**src/hw/rtl/bsp_ram.sv**
```systemverilog
// Generic single-write, single-read RAM with registered read data.
`timescale 1ns / 1ps

module bsp_ram #(
  parameter int WIDTH = 8,
  parameter int DEPTH = 16
) (
  input  logic                     clk,
  input  logic                     wr_en,
  input  logic [$clog2(DEPTH)-1:0] wr_addr,
  input  logic [WIDTH-1:0]         wr_data,
  input  logic                     rd_en,
  input  logic [$clog2(DEPTH)-1:0] rd_addr,
  output logic [WIDTH-1:0]         rd_data
);

  logic [WIDTH-1:0] mem [DEPTH];

  // Write port
  always_ff @(posedge clk) begin
    if (wr_en) begin
      mem[wr_addr] <= wr_data;
    end
  end

  // Registered read port, data held between reads
  always_ff @(posedge clk) begin
    if (rd_en) begin
      rd_data <= mem[rd_addr];
    end
  end

endmodule

```
**config.mk**
```make
export PLATFORM = sky130hd
export DESIGN_NAME = bsp_ram
export DESIGN_NICKNAME = d
export VERILOG_FILES = /design/src/hw/rtl/bsp_ram.sv
export SDC_FILE = /design/constraint.sdc
export NUM_CORES = 1
export LEC_CHECK = 0
export BUFFER_PORTS_ARGS = -buffer_cell sky130_fd_sc_hd__buf_2
export CORE_UTILIZATION = 43
export DETAILED_ROUTE_END_ITERATION = 8
export PLACE_DENSITY = 0.64
export SLEW_MARGIN = 10
export SYNTH_ARGS = -nofsm -noshare
export SYNTH_HDL_FRONTEND = slang
export SYNTH_SLANG_ARGS = --single-unit
```
**constraint.sdc**
```tcl
create_clock -name clk -period 1.6 [get_ports clk]
set_input_delay 0.08 -clock clk [delete_from_list [all_inputs] [get_ports clk]]
set_output_delay 0.08 -clock clk [all_outputs]
set_load 0.01 [all_outputs]
```
==> reports/qor.txt <==
Post-Synthesis Cells - 229
Detail Route Antenna Nets - 0
run status - complete, but fails checks
Final Util - 54.9%
CP max stage delay - 510 ps
post-route met1 wirelength - 4560 um
Flop pwr share - 44.6%
vias in the first global route - 2638
mux share of post-synthesis cell area - 14.8%
Setup crit start kind - register
met3 WL - 622 um
CP Cell Sequence - mux4_1 > a22oi_1 > nand2_1
Max clock buf depth - 2
FMAX - 676 MHz
Num CTS Buffers - 17
Worst Path Max Fanout - 1
Final Hold Viols - 0
Core ar. - 11600 um2
most frequent cells in the layout - edfxtp_1, buf_2, buf_4, mux4_2, clkbuf_16
worst hold start - rd_en
top sig layer - met4
share of cells above drive strength 1 - 32.6%
post-layout worst setup margin - 120 ps
Synthesis Warnings - 0
TritonCTS clock tree - yes
final clock skew - 6.61 ps
CP max stage cell - mux4_1
Setup Viol. Count Final - 0
largest net degree at the start of global routing - 33
Non-Filler Instances - 444
Hold Path Class - in2reg
CP top delay family - multiplexers
buffers added on ports - 26
NumNets Final - 307
Power Internal - 7.41 mW
DR WL/cell - 22.6 um
first-pass GRT wire length - 15400 um
hold_ws - 34.7 ps
routability congestion estimate - 0.711
DRT Wirelength - 10000 um
FP Rows - 39
simple-gate portion of the synthesized area - 3.14%
clock sink count - 136
Crit. Startpoint - mem[2][2]
Worst Path Required - 1760 ps
DP Worst Slack - -43.8 ps
Logic pwr share - 4.2%
Initial Util - 45.0%
H-tree levels - 4
CTS resizes - 0
WP buf/inv - 0
Yosys cell types - 18
met2 WL - 4710 um
VDD IR max - 0.701 mV
most common cell after layout, fill and taps aside - edfxtp_1
worst skew pair latency - 410 ps
Max Cap Violations - 0
FILL cells - 893
Slew headroom - 70.4%
Critical R2R Launch - mem[2][2]
Synth Area in Adders - 0%
Max Transition Viols Final - 0
I/O pin count - 27
crit path capture type - register
Slew @ Worst Pin - 444 ps
DR DRC count - 4
initial antenna violation count - 0
period utilization - 92.5%
Post-Syn Nets - 248
DP Area - 5670 um2
register area share after synthesis - 78.1%
Post-Layout Inst Area - 6370 um2
sw power - 1.63 mW
main combinational cell family by area after synthesis - multiplexers
failing checks - DRC
via density per instance - 5.62
clk root buf - clkbuf_16
P per Cell Area - 1420 nW/um2
Worst Path Arrival - 1640 ps
sw frac - 18.0%
fin crit period - 1480 ps
post-CTS setup buffer count - 0
total number of vias - 2495
area grow syn2layout - 21.9%
die area - 12600 um2
GRT overflow - 0
flop and latch count out of synthesis - 136
Compound-Gate Fraction of Synth Area - 2.30%
XOR/XNOR Fraction of Synth Area - 0%
Avg Cell Area, Syn - 22.8 um2
clock share of power - 51.2%
Reg clk slew, reported paths - 60 ps
antenna cells - 0
dpl cells - 412
GRT Total Usage - 17.8%
total power - 9.05 mW
post-DP HPWL - 6050 um
synthesized area - 5230 um2
crit path kind - reg2reg
RSZ-0062 raised after global routing - false
initial DRC count - 197
setup_tns - 0 ps
Leak Pwr - 2.19 nW
Chip Height - 112 um
Hold-fix buffers, CTS - 0
Horiz. Die Dim - 112 um
drt first pass iters - 7
==> synth_stat cells <==
master,count,area (um2)
edfxtp_1,136,4080
nand3_1,1,5.00
nor3_1,4,20.0
and2_1,1,6.26
nand2_1,9,33.8
mux4_2,18,405
or3b_2,1,8.76
nor2_1,13,48.8
mux4_1,14,368
buf_4,1,7.51
nand2b_1,2,12.5
clkdlybuf4s25_2,3,30.0
and2b_1,1,7.51
buf_6,3,33.8
nand3b_1,2,15.0
a22oi_1,16,120
nor2b_1,1,6.26
buf_2,3,15.0
==> per-layer routing <==
| metal | vias to the layer above | GRT usage [%] |
|---|---|---|
| met5 | - | 0 |
| met4 | 0 | 7.47 |
| li1 | 1101 | - |
| met2 | 94 | 27.1 |
| met3 | 10 | 5.83 |
| met1 | 1290 | 23.9 |
==> logic make-up after synthesis <==
group                  Yosys count
AOI/OAI and AO/OA               16
DFF                            136
buffers and inverters           10
muxes                           32
and+or+nand+nor                 35
==> registers in the layout, summed over array words and instances (netlist names) <==
name     count
rd_data      8
mem        128
==> cell type report <==
cell class,count,area [um2],area share [%]
Multi-Input combinational cell,83,1060,16.6
Timing Repair Buffer,50,348,5.46
Sequential cell,136,4080,64.1
Tap cell,143,179,2.81
Clock inverter,13,274,4.30
Clock buffer,19,433,6.79
==> power by group through the flow <==
stage	sequential (mW)	combinational, mW	clock, mW
floorplan	4.11	0.203	0
global placement	4.10	0.381	0
detailed placement	4.11	0.387	0
CTS	4.03	0.389	4.68
global route	4.04	0.415	4.84
finish	4.03	0.383	4.63
==> worst register-to-register path, cell delays in order, from the launching register on <==
cell,delay [ps]
edfxtp_1,360
mux4_1,510
a22oi_1,270
nand2_1,90
==> worst paths after layout <==
| path | to | slack (ps) | cells past startpoint |
|---|---|---|---|
| worst max-delay path | rd_data[2] | 120 | 3 |
| worst min-delay path | rd_data[2] | 30 | 1 |
| worst max register to register | rd_data[2] | 120 | 3 |
| worst min register to register | rd_data[5] | 740 | 3 |
Power figures use the tool's default switching activity.
