<file path="src/hw/rtl/bsp_pkg.sv">
// Shared types and constants for the partition point location walk.
`timescale 1ns / 1ps

package bsp_pkg;

  localparam int DEF_MAX_NODES  = 4096;
  localparam int DEF_MAX_LEAVES = 8192;
  localparam int COORD_W        = 32;
  localparam int CHILD_W        = 13;
  localparam int SLOT_W         = 12;
  localparam int COUNT_W        = 13;
  localparam int LEAF_W         = 13;

  localparam logic ACT_WRITE = 1'b0;
  localparam logic ACT_QUERY = 1'b1;

  // One stored partition node
  typedef struct packed {
    logic               back_is_leaf;
    logic [CHILD_W-1:0] back_child;
    logic               front_is_leaf;
    logic [CHILD_W-1:0] front_child;
    logic [COORD_W-1:0] dir_y;
    logic [COORD_W-1:0] dir_x;
    logic [COORD_W-1:0] org_y;
    logic [COORD_W-1:0] org_x;
  } node_t;

  // Request to the side test unit
  typedef struct packed {
    logic               start;
    logic [COORD_W-1:0] px;
    logic [COORD_W-1:0] py;
    logic [COORD_W-1:0] org_x;
    logic [COORD_W-1:0] org_y;
    logic [COORD_W-1:0] dir_x;
    logic [COORD_W-1:0] dir_y;
  } side_req_t;

  // Answer of the side test unit
  typedef struct packed {
    logic done;
    logic side;
  } side_res_t;

  typedef enum logic [2:0] {
    W_IDLE,
    W_FETCH,
    W_START,
    W_WAIT,
    W_FINISH
  } walk_state_t;

  typedef enum logic [1:0] {
    SD_IDLE,
    SD_MUL_A,
    SD_MUL_B,
    SD_CMP
  } side_state_t;

endpackage

</file>
<file path="src/hw/rtl/bsp_side.sv">
// Side test of a point against one partition line, with sequenced multiplies.
`timescale 1ns / 1ps

module bsp_side (
  input  logic                  clk,
  input  logic                  rst,
  input  bsp_pkg::side_req_t    req,
  output bsp_pkg::side_res_t    res
);

  localparam int W = bsp_pkg::COORD_W;
  localparam int HW = W / 2;
  localparam int PW = W + HW;

  bsp_pkg::side_state_t state, state_next;

  logic         done_next;
  logic         side_next;
  logic         load_rel;
  logic [W-1:0] rx, ry;
  logic [W-1:0] prod_a, prod_b;
  logic [W-1:0] rx_c, ry_c;
  logic         dx_zero, dy_zero, sign_mix;
  logic signed [PW-1:0] mul_a, mul_b;

  // Relative position and quick decisions
  assign rx_c     = req.px - req.org_x;
  assign ry_c     = req.py - req.org_y;
  assign dx_zero  = (req.dir_x == '0);
  assign dy_zero  = (req.dir_y == '0);
  assign sign_mix = req.dir_y[W-1] ^ req.dir_x[W-1] ^ rx_c[W-1] ^ ry_c[W-1];

  // Products with the integer part of each direction
  assign mul_a = PW'($signed(ry)) * PW'($signed(req.dir_x[W-1:HW]));
  assign mul_b = PW'($signed(req.dir_y[W-1:HW])) * PW'($signed(rx));

  // Next state and outputs
  always_comb begin
    state_next = state;
    done_next  = 1'b0;
    side_next  = res.side;
    load_rel   = 1'b0;
    case (state)
      bsp_pkg::SD_IDLE: begin
        if (req.start) begin
          if (dx_zero) begin
            done_next = 1'b1;
            side_next = ($signed(req.px) <= $signed(req.org_x)) ?
                        ($signed(req.dir_y) > 0) : ($signed(req.dir_y) < 0);
          end else if (dy_zero) begin
            done_next = 1'b1;
            side_next = ($signed(req.py) <= $signed(req.org_y)) ?
                        ($signed(req.dir_x) < 0) : ($signed(req.dir_x) > 0);
          end else if (sign_mix) begin
            done_next = 1'b1;
            side_next = req.dir_y[W-1] ^ rx_c[W-1];
          end else begin
            load_rel   = 1'b1;
            state_next = bsp_pkg::SD_MUL_A;
          end
        end
      end
      bsp_pkg::SD_MUL_A: state_next = bsp_pkg::SD_MUL_B;
      bsp_pkg::SD_MUL_B: state_next = bsp_pkg::SD_CMP;
      bsp_pkg::SD_CMP: begin
        done_next  = 1'b1;
        side_next  = ($signed(prod_a) >= $signed(prod_b));
        state_next = bsp_pkg::SD_IDLE;
      end
      default: state_next = bsp_pkg::SD_IDLE;
    endcase
  end

  // State and handshake register
  always_ff @(posedge clk) begin
    if (rst) begin
      state    <= bsp_pkg::SD_IDLE;
      res.done <= 1'b0;
      res.side <= 1'b0;
    end else begin
      state    <= state_next;
      res.done <= done_next;
      res.side <= side_next;
    end
  end

  // Datapath registers: keep the relative position and the truncated fixed products
  always_ff @(posedge clk) begin
    if (load_rel) begin
      rx <= rx_c;
      ry <= ry_c;
    end
    if (state == bsp_pkg::SD_MUL_A) begin
      prod_a <= mul_a[PW-1:HW];
    end
    if (state == bsp_pkg::SD_MUL_B) begin
      prod_b <= mul_b[PW-1:HW];
    end
  end

endmodule

</file>
<file path="config.mk">
export PLATFORM = sky130hd
export DESIGN_NAME = bsp_side
export DESIGN_NICKNAME = d
export VERILOG_FILES = /design/src/hw/rtl/bsp_pkg.sv /design/src/hw/rtl/bsp_side.sv
export SDC_FILE = /design/constraint.sdc
export NUM_CORES = 2
export LEC_CHECK = 0
export ABC_AREA = 1
export BUFFER_PORTS_ARGS = -buffer_cell sky130_fd_sc_hd__buf_2
export CAP_MARGIN = 20
export CORE_UTILIZATION = 53
export DETAILED_ROUTE_END_ITERATION = 10
export PLACE_DENSITY = 0.72
export SYNTH_ARGS = -nofsm -noshare
export SYNTH_HDL_FRONTEND = slang
export SYNTH_SLANG_ARGS = --single-unit
</file>
<file path="constraint.sdc">
create_clock -name clk -period 5.9 [get_ports clk]
set_input_delay 0.59 -clock clk [delete_from_list [all_inputs] [get_ports clk]]
set_output_delay 0.59 -clock clk [all_outputs]
set_load 0.005 [all_outputs]
</file>
==> flow_summary.json <==
{
  "final_antenna_net_count": 0,
  "cts_tree": "done",
  "r2r_slack_ns": 0.05,
  "netlist_area_um2": 45600,
  "fmax_ghz": 0.171,
  "final_core_util": 0.639,
  "period_share": 0.992,
  "critPathRequiredTime_ns": 6.13,
  "drt-total-wl_mm": 120,
  "seq_area_frac_synth": 0.0861,
  "clockBufferDepth": 2,
  "synth_ff_type": "edfxtp_1",
  "die_h_um": 295,
  "status": "finished clean",
  "hold_path_startpoint": "rst",
  "dpl.hpwl_mm": 102,
  "avgViaCountPerCell": 5.03,
  "r2r-end": "prod_a[21]",
  "ys_seq_elements": 132,
  "place.gp.congestion": 0.960,
  "fin_nets": 7889,
  "avgSynthCellArea_um2": 7.89,
  "hold_depth": 2,
  "skew_ns": 0.0148,
  "routedWlPerCell_um": 15.9,
  "diodes": 0,
  "grt.total_usage": 0.283,
  "cap_violations": 0,
  "cp_max_fo": 8,
  "remaining_drc_errors": 0,
  "setup_viol": 0,
  "numCtsBuffers": 17,
  "endpoint_kind": "flip-flop",
  "die_w_um": 295,
  "synth-edff-count": 128,
  "clock_latency_ns": 0.48,
  "hold_viol": 0,
  "dieArea_um2": 87100,
  "min_path_type": "input pin to flip-flop",
  "fp-row-count": 107,
  "grt_max_degree": 65,
  "dr.first_iter.drc_count": 2596,
  "final_layout_size_suffix_gt1_frac": 0.185,
  "min_to": "state[1]",
  "synth.distinct_cells": 47,
  "cts-root-buf": "clkbuf_16",
  "ys_async_sr_fraction": 0,
  "worstMarginPinSlew_ns": 0.844,
  "cts.sinks": 132,
  "critical_path_arrival_ns": 6.09,
  "grt_pass1_wl_mm": 196,
  "postCtsHoldBufs": 0,
  "slew_headroom": 0.437,
  "critical_path_class": "flip-flop to flip-flop",
  "startpoint_type": "flip-flop",
  "period_needed_ns": 5.85,
  "area_growth_pct": 19.5,
  "antenna_found_initial": 0,
  "core_um2": 85100,
  "htreeDepth": 4,
  "dr.pass1.iters": 5,
  "grt_pass1_vias": 39200,
  "io_pins": 197,
  "start_util": 0.535,
  "slew_violations": 0,
  "clk_pin_slew_worst_paths_ns": 0.06,
  "synth_nets": 7259,
  "ys_warn_count": 0,
  "portBuffers": 196,
  "syn-instance-count": 5770,
  "rsz0062_at_grt": "true",
  "worstReg2RegStart": "ry[7]",
  "worst-r2r-cell-count": 24,
  "vias": 38000,
  "gr-total-overflow": 0
}
-- cell usage after synthesis (all sizes together) (4+ instances only) --
cell type / instances / area share
a21oi: 204 / 0.023
edfxtp: 128 / 0.084
clkbuf: 237 / 0.020
a31o: 4 / 0.00077
nand2: 1356 / 0.11
xnor2: 65 / 0.012
ha: 322 / 0.088
dfxtp: 4 / 0.0018
nor2: 262 / 0.022
nand3b: 4 / 0.00066
nand3: 72 / 0.0085
nor3: 19 / 0.0023
a31oi: 34 / 0.0047
a21o: 12 / 0.0020
fa: 972 / 0.43
a21boi: 5 / 0.00099
o21ai: 89 / 0.010
o21bai: 13 / 0.0024
xor2: 75 / 0.014
and3: 5 / 0.00069
o21a: 21 / 0.0035
nand4: 24 / 0.0033
o211ai: 5 / 0.00093
nor4: 15 / 0.0021
or2: 17 / 0.0023
inv: 1794 / 0.15
-- state kept, by name (all words and copies together), names as in the netlist --
name	count
res	2
state	2
prod_a	32
ry	32
rx	32
prod_b	32
-- cells in the final DEF, fill, tap and decap left out, types with 8 or more instances in the layout --
cell,netlist,routed
nand2_1,1344,1306
ha_4,0,29
nand4_1,24,24
a31oi_1,34,25
nand2_2,12,45
a21oi_2,3,47
clkbuf_16,0,17
edfxtp_1,128,128
inv_2,2,24
buf_2,0,181
ha_1,322,289
buf_12,0,49
nor2_2,0,30
clkbuf_4,0,16
xor2_1,75,74
or2_2,16,15
fa_2,0,34
o21ai_0,75,50
buf_4,0,577
nand3_2,5,12
xnor2_1,65,65
o21ai_1,10,29
inv_1,1792,1770
nor2_4,0,12
nor3_1,17,13
o21a_1,21,21
buf_6,0,23
nand3_1,67,60
nor4_1,15,13
a21oi_1,201,155
nor2_1,262,220
a21o_1,12,12
fa_1,972,938
o21ai_2,4,8
-- per-stage QoR --
step                      worst slack, ns  hold WS (ns)  TNS [ns]  instance area (um^2)  cells
after global placement             -0.438         0.490    -16.75                 52000   7447
after floorplan                   -0.0578         0.467   -0.0578                 45600   5770
final                              0.0453         0.274         0                 54400   7556
after global routing               -0.185         0.281     -2.13                 54400   7556
after detailed placement           -0.554         0.499    -21.11                 52000   7447
after CTS                         0.00142         0.258         0                 52600   7488
-- what timing repair did --
action / CTS / global route
resized for setup: 10 / 344
cloned: 0 / 1
pin swaps: 4 / 111
buffers inserted: 10 / 67
setup endpoints to repair: 24 / 55
-- layer usage --
layer	up-vias	track usage	wire length, um
met5	-	0	0
met4	0	0.0753	3040
met3	240	0.0556	10200
met2	1498	0.461	56600
met1	18600	0.388	50500
li1	17700	-	-
-- cell families (layout without fill, tap and decap cells) --
| kind of cell | Yosys count | count (layout) | share of synthesized area |
|---|---|---|---|
| adder cells (fa/ha/maj) | 1294 | 1294 | 0.516 |
| XOR/XNOR | 140 | 140 | 0.0269 |
| buffers and inverters | 2032 | 2674 | 0.167 |
| flip-flops | 132 | 132 | 0.0861 |
| AND/OR/NAND/NOR | 1776 | 1776 | 0.154 |
| AO/OA/AOI/OAI | 396 | 396 | 0.0497 |
-- worst max-delay path: stages, from the launching register on --
cell and delay (ns):
edfxtp_1 0.41, buf_12 0.17, buf_8 0.13, nand2_4 0.06
inv_2 0.04, fa_1 0.48, fa_1 0.57, fa_1 0.45
fa_1 0.51, fa_1 0.50, inv_1 0.05, fa_1 0.57
inv_2 0.06, ha_4 0.27, buf_6 0.12, nand2_4 0.07
nor2_4 0.13, inv_2 0.07, nor2_4 0.09, nand3_2 0.07
o211ai_1 0.26, nand3_1 0.13, nand3_2 0.16, a21oi_2 0.09
xnor2_1 0.14
-- how the worst max path moves through the flow --
stage	end	slack, ns	from
after global routing	prod_a[21]	-0.19	ry[9]
final	prod_a[21]	0.05	ry[7]
after global placement	prod_b[28]	-0.44	req[17]
after CTS	prod_b[21]	0.001	rx[20]
after detailed placement	prod_b[28]	-0.55	req[17]
after floorplan	prod_a[31]	-0.06	req[52]
-- cell type report --
class                           instances  area (um^2)
Multi-Input combinational cell       3606        35200
Inverter                             1795         6740
Sequential cell                       132         3920
Fill cell                            7053        30700
Timing Repair Buffer                  848         6630
Clock buffer                           17          425
Clock inverter                         14          115
Tap cell                             1144         1430
Power is not shown: default switching activity piles up to over one toggle a cycle in this logic, so the estimate is an artifact.
